==> config.mk <==
export PLATFORM = sky130hd
export DESIGN_NAME = dual_wheel_speed_period_meter_top_flat
export DESIGN_NICKNAME = d
export VERILOG_FILES = /design/src/hdl/dwsp_pkg.sv /design/src/hdl/dwsp_if.sv /design/src/hdl/dwsp_div.sv /design/src/hdl/dual_wheel_speed_period_meter_top.sv /design/src/flat_wrapper.sv
export SDC_FILE = /design/constraint.sdc
export NUM_CORES = 1
export LEC_CHECK = 0
export ABC_AREA = 1
export BUFFER_PORTS_ARGS = -buffer_cell sky130_fd_sc_hd__buf_4
export CORE_MARGIN = 2
export CORE_UTILIZATION = 48
export DETAILED_ROUTE_END_ITERATION = 16
export PLACE_DENSITY_LB_ADDON = 0.25
export SLEW_MARGIN = 20
export SYNTH_ARGS = -nofsm -noshare
export SYNTH_HDL_FRONTEND = slang
export SYNTH_SLANG_ARGS = --single-unit
==> constraint.sdc <==
create_clock -name clk -period 4.6 [get_ports clk]
set_input_delay 0.46 -clock clk [delete_from_list [all_inputs] [get_ports clk]]
set_output_delay 0.46 -clock clk [all_outputs]
set_load 0.02 [all_outputs]
==> src/hdl/dwsp_pkg.sv <==
package dwsp_pkg;

  localparam int TS_BITS_DEFAULT = 32;
  localparam int EXT_W           = 64;   // widest timestamp supported

  localparam int CMD_W     = 2;
  localparam int NOW_W     = 32;
  localparam int SPEED_W   = 8;
  localparam int NUM_W     = 20;
  localparam int TEETH_W   = 8;
  localparam int STOP_W    = 16;
  localparam int PERIOD_W  = 16;
  localparam int DIVISOR_W = TEETH_W + PERIOD_W;
  localparam int CMP_W     = DIVISOR_W + SPEED_W;
  localparam int CNT_W     = $clog2(SPEED_W + 1);

  localparam int APB_AW = 4;
  localparam int APB_DW = 32;

  localparam logic [CMD_W-1:0] CMD_LEFT  = 2'd0;
  localparam logic [CMD_W-1:0] CMD_RIGHT = 2'd1;
  localparam logic [CMD_W-1:0] CMD_SPEED = 2'd2;

  localparam logic [1:0] REG_NUM   = 2'd0;
  localparam logic [1:0] REG_TEETH = 2'd1;
  localparam logic [1:0] REG_STOP  = 2'd2;

  localparam logic [NUM_W-1:0]   NUM_RESET   = 20'd100000;
  localparam logic [TEETH_W-1:0] TEETH_RESET = 8'd16;
  localparam logic [STOP_W-1:0]  STOP_RESET  = 16'd1250;

  typedef enum logic [2:0] {
    ST_IDLE,
    ST_MUL,
    ST_START,
    ST_DIV,
    ST_OUT
  } state_t;

  typedef struct packed {
    logic                 start;
    logic [NUM_W-1:0]     dividend;
    logic [DIVISOR_W-1:0] divisor;
  } div_req_t;

  typedef struct packed {
    logic               done;
    logic [SPEED_W-1:0] quot;
  } div_rsp_t;

endpackage

==> src/hdl/dwsp_if.sv <==
interface dwsp_in_if;
  import dwsp_pkg::*;
  logic             valid;
  logic             ready;
  logic [CMD_W-1:0] cmd;
  logic [NOW_W-1:0] now;

  modport source (output valid, output cmd, output now, input ready);
  modport sink (input valid, input cmd, input now, output ready);
endinterface

interface dwsp_out_if;
  import dwsp_pkg::*;
  logic               valid;
  logic               ready;
  logic [SPEED_W-1:0] speed_left;
  logic [SPEED_W-1:0] speed_right;

  modport source (output valid, output speed_left, output speed_right, input ready);
  modport sink (input valid, input speed_left, input speed_right, output ready);
endinterface

==> src/hdl/dwsp_div.sv <==
// Saturating 8-bit restoring divider, one compare/subtract per cycle.
module dwsp_div (
  input  logic               clk,
  input  logic               rst,
  input  dwsp_pkg::div_req_t ctl,
  output dwsp_pkg::div_rsp_t stat
);
  import dwsp_pkg::*;

  logic                 busy;
  logic                 done;
  logic [NUM_W-1:0]     rem;
  logic [DIVISOR_W-1:0] dvs;
  logic [CNT_W-1:0]     cnt;
  logic [SPEED_W-1:0]   quot;

  logic [CMP_W-1:0] shifted;
  logic [CMP_W:0]   diff;
  logic             fits;

  // the shared unit: divisor shifted by the bit position, one subtract
  assign shifted = CMP_W'(dvs) << cnt;
  assign diff    = {1'b0, CMP_W'(rem)} - {1'b0, shifted};
  assign fits    = ~diff[CMP_W];

  always_ff @(posedge clk) begin
    if (rst) begin
      busy <= 1'b0;
      done <= 1'b0;
    end else begin
      done <= 1'b0;
      if (ctl.start) begin
        busy <= 1'b1;
        rem  <= ctl.dividend;
        dvs  <= ctl.divisor;
        cnt  <= CNT_W'(SPEED_W);
        quot <= '0;
      end else if (busy) begin
        if (cnt == CNT_W'(SPEED_W)) begin
          // quotient would not fit in SPEED_W bits: saturate
          if (fits) begin
            quot <= '1;
            busy <= 1'b0;
            done <= 1'b1;
          end
        end else begin
          if (fits) begin
            rem <= diff[NUM_W-1:0];
            quot[cnt[$clog2(SPEED_W)-1:0]] <= 1'b1;
          end
          if (cnt == '0) begin
            busy <= 1'b0;
            done <= 1'b1;
          end
        end
        cnt <= cnt - 1'b1;
      end
    end
  end

  assign stat.done = done;
  assign stat.quot = quot;

endmodule

==> src/hdl/dual_wheel_speed_period_meter_top.sv <==
// Channel  Dir  Fields                    Transaction
// req      in   cmd[1:0], now[31:0]       valid & ready at rising clk
// rsp      out  speed_left, speed_right   valid & ready at rising clk
// apb      in   paddr[3:0], pwdata[31:0]  psel & penable & pwrite
//
// Edge commands (left/right) and unused codes stay in ST_IDLE; ready stays high.
// A speed request holds ready low: per wheel a multiply state, a start state and,
// for a period in range, a divider run to done or saturation; then an output load state.
// A full output register parks a new speed request in ST_OUT until the slot frees;
// ready stays low while it waits there, so edge transactions wait as well.
// rst is synchronous, active high; restores register defaults, clears edges, periods, valid.
module dual_wheel_speed_period_meter_top #(
  parameter int TIMESTAMP_BITS = dwsp_pkg::TS_BITS_DEFAULT
) (
  input  logic                        clk,
  input  logic                        rst,
  input  logic                        psel,
  input  logic                        penable,
  input  logic                        pwrite,
  input  logic [dwsp_pkg::APB_AW-1:0] paddr,
  input  logic [dwsp_pkg::APB_DW-1:0] pwdata,
  output logic [dwsp_pkg::APB_DW-1:0] prdata,
  output logic                        pready,
  dwsp_in_if.sink                     req,
  dwsp_out_if.source                  rsp
);
  import dwsp_pkg::*;

  // configuration
  logic [NUM_W-1:0]   speed_numerator;
  logic [TEETH_W-1:0] teeth_per_rev;
  logic [STOP_W-1:0]  stop_limit;

  // tachometer state
  logic [TIMESTAMP_BITS-1:0] last_edge_left;
  logic [TIMESTAMP_BITS-1:0] last_edge_right;
  logic [PERIOD_W-1:0]       period_left;
  logic [PERIOD_W-1:0]       period_right;

  // sequencer
  state_t               state;
  state_t               state_next;
  logic                 chan;        // 0 left wheel, 1 right wheel
  logic [DIVISOR_W-1:0] divisor;
  logic                 qual;        // period in the running range
  logic [SPEED_W-1:0]   speed_l;
  logic [SPEED_W-1:0]   speed_r;

  div_req_t div_ctl;
  div_rsp_t div_stat;

  logic                      req_acc;
  logic                      cfg_wr;
  logic                      out_load;
  logic [EXT_W-1:0]          now_ext;
  logic [TIMESTAMP_BITS-1:0] now_ts;
  logic [TIMESTAMP_BITS-1:0] elapsed_left;
  logic [TIMESTAMP_BITS-1:0] elapsed_right;
  logic [PERIOD_W-1:0]       period_cur;

  assign pready  = 1'b1;
  assign cfg_wr  = psel & penable & pwrite & pready;
  assign req_acc = req.valid & req.ready;

  // timestamp reduced to TIMESTAMP_BITS, elapsed time wraps at that width
  assign now_ext       = EXT_W'(req.now);
  assign now_ts        = now_ext[TIMESTAMP_BITS-1:0];
  assign elapsed_left  = now_ts - last_edge_left;
  assign elapsed_right = now_ts - last_edge_right;

  assign period_cur = chan ? period_right : period_left;
  assign out_load   = ~rsp.valid | rsp.ready;

  // register readback
  always_comb begin
    unique case (paddr[3:2])
      REG_NUM:   prdata = APB_DW'(speed_numerator);
      REG_TEETH: prdata = APB_DW'(teeth_per_rev);
      REG_STOP:  prdata = APB_DW'(stop_limit);
      default:   prdata = '0;
    endcase
  end

  always_ff @(posedge clk) begin
    if (rst) begin
      state <= ST_IDLE;
    end else begin
      state <= state_next;
    end
  end

  // next state and strobes
  always_comb begin
    state_next       = state;
    div_ctl.start    = 1'b0;
    div_ctl.dividend = speed_numerator;
    div_ctl.divisor  = divisor;
    unique case (state)
      ST_IDLE: begin
        if (req_acc && req.cmd == CMD_SPEED) begin
          state_next = ST_MUL;
        end
      end
      ST_MUL: begin
        state_next = ST_START;
      end
      ST_START: begin
        if (qual) begin
          div_ctl.start = 1'b1;
          state_next    = ST_DIV;
        end else begin
          state_next = chan ? ST_OUT : ST_MUL;
        end
      end
      ST_DIV: begin
        if (div_stat.done) begin
          state_next = chan ? ST_OUT : ST_MUL;
        end
      end
      ST_OUT: begin
        if (out_load) begin
          state_next = ST_IDLE;
        end
      end
      default: state_next = ST_IDLE;
    endcase
  end

  assign req.ready = (state == ST_IDLE);

  always_ff @(posedge clk) begin
    if (rst) begin
      speed_numerator <= NUM_RESET;
      teeth_per_rev   <= TEETH_RESET;
      stop_limit      <= STOP_RESET;
      last_edge_left  <= '0;
      last_edge_right <= '0;
      period_left     <= '0;
      period_right    <= '0;
      rsp.valid       <= 1'b0;
    end else begin
      if (cfg_wr) begin
        case (paddr[3:2])
          REG_NUM:   speed_numerator <= pwdata[NUM_W-1:0];
          REG_TEETH: teeth_per_rev   <= pwdata[TEETH_W-1:0];
          REG_STOP:  stop_limit      <= pwdata[STOP_W-1:0];
          default:   ;
        endcase
      end

      if (req_acc) begin
        case (req.cmd)
          CMD_LEFT: begin
            period_left    <= elapsed_left[PERIOD_W-1:0];
            last_edge_left <= now_ts;
          end
          CMD_RIGHT: begin
            period_right    <= elapsed_right[PERIOD_W-1:0];
            last_edge_right <= now_ts;
          end
          default: ;
        endcase
      end

      if (state == ST_OUT && out_load) begin
        rsp.valid <= 1'b1;
      end else if (rsp.ready) begin
        rsp.valid <= 1'b0;
      end
    end
  end

  // datapath, no reset needed
  always_ff @(posedge clk) begin
    if (req_acc) begin
      chan <= 1'b0;
    end
    if (state == ST_MUL) begin
      divisor <= DIVISOR_W'(teeth_per_rev) * DIVISOR_W'(period_cur);
      qual    <= (period_cur != '0) && (period_cur < stop_limit);
    end
    // stopped or zero period reads as zero speed
    if (state == ST_START && !qual) begin
      if (chan) begin
        speed_r <= '0;
      end else begin
        speed_l <= '0;
      end
      chan <= 1'b1;
    end
    if (state == ST_DIV && div_stat.done) begin
      if (chan) begin
        speed_r <= div_stat.quot;
      end else begin
        speed_l <= div_stat.quot;
      end
      chan <= 1'b1;
    end
    if (state == ST_OUT && out_load) begin
      rsp.speed_left  <= speed_l;
      rsp.speed_right <= speed_r;
    end
  end

  dwsp_div u_div (
    .clk  (clk),
    .rst  (rst),
    .ctl  (div_ctl),
    .stat (div_stat)
  );

endmodule

==> src/flat_wrapper.sv <==
// flat-port wrapper written by rule: the top's interface ports become plain ports
module dual_wheel_speed_period_meter_top_flat import dwsp_pkg::*;
#(
  parameter int TIMESTAMP_BITS = dwsp_pkg::TS_BITS_DEFAULT
)
  (clk, rst, psel, penable, pwrite, paddr, pwdata, prdata, pready, req_valid, req_cmd, req_now, req_ready, rsp_valid, rsp_speed_left, rsp_speed_right, rsp_ready);
  dwsp_in_if req_i ();
  dwsp_out_if rsp_i ();
  input  logic clk;
  input  logic rst;
  input  logic psel;
  input  logic penable;
  input  logic pwrite;
  input  logic [dwsp_pkg::APB_AW-1:0] paddr;
  input  logic [dwsp_pkg::APB_DW-1:0] pwdata;
  output logic [dwsp_pkg::APB_DW-1:0] prdata;
  output logic pready;
  input wire logic [$bits(req_i.valid)-1:0] req_valid;
  input wire logic [$bits(req_i.cmd)-1:0] req_cmd;
  input wire logic [$bits(req_i.now)-1:0] req_now;
  output wire logic [$bits(req_i.ready)-1:0] req_ready;
  output wire logic [$bits(rsp_i.valid)-1:0] rsp_valid;
  output wire logic [$bits(rsp_i.speed_left)-1:0] rsp_speed_left;
  output wire logic [$bits(rsp_i.speed_right)-1:0] rsp_speed_right;
  input wire logic [$bits(rsp_i.ready)-1:0] rsp_ready;
  assign req_i.valid = req_valid;
  assign req_i.cmd = req_cmd;
  assign req_i.now = req_now;
  assign req_ready = req_i.ready;
  assign rsp_valid = rsp_i.valid;
  assign rsp_speed_left = rsp_i.speed_left;
  assign rsp_speed_right = rsp_i.speed_right;
  assign rsp_i.ready = rsp_ready;
  dual_wheel_speed_period_meter_top #(.TIMESTAMP_BITS(TIMESTAMP_BITS)) u_core (.clk(clk), .rst(rst), .psel(psel), .penable(penable), .pwrite(pwrite), .paddr(paddr), .pwdata(pwdata), .prdata(prdata), .pready(pready), .req(req_i), .rsp(rsp_i));
endmodule
# == After elaboration in Yosys (flattened, before gate mapping) ==
# Index checks and enable logic that the tools add are counted.
# W data, S select, Z words.
# totals
wordCells,118
input_bits,77
reg_bits,228
out_inout_bits,51
# classes
n_reduce_logical,26
n_addsub,4
muxes,39
n_bitwise,8
multipliers,1
shifts,1
n_eq_ne,14
order_cmp,3
# ops
operator,n
$mux W8,12
$mux W20,4
$pmux W20 S3,1
$sub A20 B32 Y33,1
$shl A24 B4 Y32,1
$sub A16 B16 Y16,2
$mul A8 B16 Y24,1
$lt A16 B16 Y1,1
$mux W16,1
$reduce_bool A16 Y1,1
$mux W3,5
$pmux W3 S5,1
$reduce_and A2 Y1,7
$mux W1,13
$or A8 B8 Y8,1
$eq A3 B2 Y1 const B,2
$logic_and A1 B1 Y1,6
$ne A2 B1 Y1 const B,3
$reduce_and A3 Y1,2
$eq A2 B1 Y1 const B,2
$eq A2 B2 Y1 const B,2
$eq A4 B4 Y1 const B,1
$logic_not A2 Y1,2
$logic_not A4 Y1,1
other kinds (17),23

# == Longest topological paths before layout ==
# depth
word_depth,8
mapped_depth,24
mapped_depth_nobuf,23

# == Modules after synthesis ==
# Synthesis repeated with hierarchy kept, for this count alone.
# unflattened
hier_cells,2328
hier_area_um2,17135.2
# modules_own_cells
mod,area_per_inst_um2,seq_area_each_um2,cells_per_inst,instances
dual_wheel_speed_period_meter_top,12858.6,3973.8,1743,1
dwsp_div,4276.6,1721.7,585,1

# == Worst setup path before layout ==
# No wires, ideal clock.
# synth_path
path_type,flip-flop to flip-flop
startpoint,register u_core.chan
endpoint,register u_core.divisor[22] (data pin)
n_path_buf,3
setup_ps,258
required_ps,4342
t_arrival_ps,4694
stages_incl_launch_ff,20
synth_period_minus_slack_ps,4952
slack_ps,-352
path_cell_list,dfxtp_1 -> buf_6 -> buf_6 -> buf_2 -> o21ai_1 -> nor2_1 -> fa_1 -> inv_1 -> fa_1 -> inv_1 -> fa_1 -> inv_1 -> fa_1 -> inv_1 -> ha_1 -> a21o_1 -> o21bai_1 -> a221oi_1 -> nand3_1 -> xor2_1
# synth_between
elab_chain_cells,2
# synth_rtl
element,line,rtl
start: declaration,dual_wheel_speed_period_meter_top.sv:43,logic chan;
start signal: assignment,dual_wheel_speed_period_meter_top.sv:176,chan <= 1'b0;
start signal: assignment,dual_wheel_speed_period_meter_top.sv:189,chan <= 1'b1;
start signal: assignment,dual_wheel_speed_period_meter_top.sv:197,chan <= 1'b1;
$mux W16,dual_wheel_speed_period_meter_top.sv:71,assign period_cur = chan ? period_right : period_left;
$mul A8 B16 Y24,dual_wheel_speed_period_meter_top.sv:179,divisor <= DIVISOR_W'(teeth_per_rev) * DIVISOR_W'(period_cur);
end signal: assignment,dual_wheel_speed_period_meter_top.sv:179,
end: declaration,dual_wheel_speed_period_meter_top.sv:44,logic [DIVISOR_W-1:0] divisor;
# Every way passes these cells.
# A chain may end at the register's enable or synchronous reset.

# == Worst setup path in the final report ==
# Ends and elaborated chain as after synthesis.

==> qor.txt <==
Clk root buf -> clkbuf_16
GRT Resource Usage Total -> 24.6%
Routed wire per std cell -> 16.2 um
N_diodes -> 0
First-pass GRT wire length -> 70,900 um
Most frequent cells in the layout -> nand2_1 (293), inv_1 (292), buf_4 (214)
Die area -> 35,800 um^2
Iteration-0 DRC Markers -> 1,083
Post-synth top area cell -> edfxtp_1
Htree depth -> 1
Largest net degree at the start of global routing -> 49
Worst-path fanout max -> 6
Number of remaining DRC errors -> 0
WP data arrival -> 5.03 ns
Area of the multi-input gates -> 9860 um^2
CTS Buf Count -> 26
Worst Hold Class -> in -> reg
Failing checks -> setup timing
Area growth from synthesis to layout -> 23.3%
Peak supply drop -> 290 uV
Die Ht -> 189 um
Synthesis Warnings -> 0
Initial antenna violation count -> 0
CP Capture Type -> flop
Vias per cell -> 5.33
Setup crit start kind -> flop
Outcome -> complete, but fails checks
Maximum achievable frequency -> 0.211 GHz
Final Hold Fails -> 0
TritonCTS Sinks -> 228
Syn Std Cell Area -> 16,500 um^2
Final WL -> 44,200 um
Post-synth EDFFs -> 113
Hpwl dp -> 33,500 um
TritonCTS clock tree -> built
Maxcap violations -> 0
Fin crit period -> 4.74 ns
Clock Latency Late Sink -> 0.55 ns
Most common cell after layout, fill and taps aside -> nand2_1
Layout cell share with drive strength beyond 1 -> 20.1%
Global placer's final weighted congestion -> 0.938
Pleak -> 9.24 nW
Layout Nets -> 2,529
Reg area -> 5700 um^2
Via Count -> 14.5k
Synth cell types -> 49
Synth top area cells -> edfxtp_1 (21%), dfxtp_1 (14%), fa_1 (11%)
Slew HR -> 29.9%
Max clock buf depth -> 3
Hold-fix buffers, CTS -> 0
Reg clk slew, reported paths -> 0.06 ns
Final Core Density -> 60.3%
Crit share post-route -> 103%
Pwr dens -> 360 nW/um^2
Total grt overflow -> 0
Design area -> 20,300 um^2
Primary FF master, synth -> dfxtp_1
Post-synth top area share -> 20.6%
Initial DRT Pass Iterations -> 6
Post-route ant nets -> 0
Final Slew Violations -> 0
Die Wd -> 189 um
# IOs -> 128
Port Buffers -> 84
FFs w/ async S/R, synth -> 0%
Final worst setup slack -> -0.143 ns
Row cnt -> 67
Fillers -> 2,938
Total core area -> 33,700 um^2
Synth Instances -> 2,057
Yosys reg bits -> 228
Least-Margin Pin Slew -> 1.05 ns
Sequential cell area fraction in the yosys report -> 34.6%
Worst hold slack -> 0.158 ns
Vias in the first global route -> 14.0k
Mapped Avg Cell Area -> 8.01 um^2
Placed Area -> 18,400 um^2
Initial core utilization -> 48.9%
Setup CP Type -> reg -> reg
RSZ-0062 raised after global routing -> yes
Setup violators final -> 11
Final Skew -> 0.0151 ns
CP Data Required Time -> 4.89 ns
cell usage after synthesis, drive strengths merged, types with 11 or more instances:
cell type and count:
fa 87, o211ai 19, nor2 225, a31oi 14
o21ai 215, dfxtp 115, a21oi 159, xnor2 26
clkbuf 43, nor3 16, buf 40, xor2 26
nand2 319, a21o 13, nand3 114, nand4 11
ha 110, inv 320, edfxtp 113
through the flow:
stage | instances | power [mW] | TNS [ns] | setup WS [ns]
CTS | 2695 | 7.01 | -0.784 | -0.151
floorplan | 2068 | 3.88 | -0.0152 | -0.0152
global route | 2722 | 7.70 | -2.78 | -0.276
finish | 2722 | 7.32 | -0.999 | -0.143
global placement | 2643 | 4.64 | -1.46 | -0.201
detailed placement | 2643 | 4.68 | -1.82 | -0.245
path summary, 6_finish.rpt:
check / from / to / slack, ns / cells past startpoint
worst max-delay path: u_core.chan / u_core.divisor[22] / -0.14 / 18
worst min-delay path: pwdata[16] / u_core.speed_numerator[16] / 0.16 / 3
worst max register to register: u_core.chan / u_core.divisor[22] / -0.14 / 18
worst min register to register: u_core.divisor[1] / u_core.u_div.dvs[1] / 0.42 / 0
flip-flops by register name, indices dropped and copies added, names as in the netlist, 3 cells and up, named ones only:
| name | cells |
|---|---|
| u_core.period_right | 16 |
| u_core.u_div.quot | 8 |
| u_core.last_edge_left | 16 |
| u_core.speed_numerator | 20 |
| u_core.state | 3 |
| u_core.period_left | 16 |
| u_core.teeth_per_rev | 8 |
| u_core.u_div.cnt | 4 |
| u_core.stop_limit | 16 |
| u_core.divisor | 24 |
| u_core.rsp.speed_left | 8 |
| u_core.u_div.dvs | 24 |
| u_core.rsp.speed_right | 8 |
| u_core.u_div.rem | 20 |
| u_core.last_edge_right | 16 |
metal layers:
metal	track usage [%]	vias to the layer above	part of all wire [%]	routed length, um
met5	0	-	0	0
met4	9.84	0	4.2	1870
met3	2.67	105	4.7	2080
met2	42.3	427	49	21800
met1	31.6	6840	42	18400
li1	-	7148	-	-
what timing repair did:
item                       in CTS  in global routing
setup buffers                   4                 25
pin swaps                      14                 52
resized for setup              43                120
cloned                          1                  2
setup endpoints to repair      12                 15
cell type report:
class                   instances  share of cell area, %
multi-input cells            1434                   48.5
flip-flops and latches        228                   28.1
repair buffers                242                   9.98
inverters                     323                   6.07
clock buffers                  29                   3.46
well taps                     448                   2.76
clock inverters                18                   1.12
critical path, cell delays in order, from the launching register on:
cell	delay, ns
dfxtp_4	0.47
buf_12	0.17
nand2_2	0.07
o21ai_4	0.08
nor2_2	0.06
fa_1	0.56
inv_2	0.04
fa_1	0.55
inv_2	0.04
fa_1	0.55
inv_2	0.05
fa_1	0.55
inv_2	0.05
ha_4	0.25
a21o_1	0.20
o21bai_4	0.18
a221oi_2	0.30
nand3_1	0.14
xor2_1	0.17
cell families after synthesis:
kind of cell | synth area share [%]
simple gates | 18.0
compound gates | 15.5
buf+inv | 10.0
flops | 34.6
fa+ha+maj | 18.9
xor+xnor | 2.77
other cells | 0.0456
mux | 0.122
report_power, final:
part	switching, mW	internal (mW)
logic	1.52	1.18
registers	0.0691	2.32
clock network	0.852	1.38
total	2.44	4.88
Note: power is estimated with default switching activity, not from simulation.
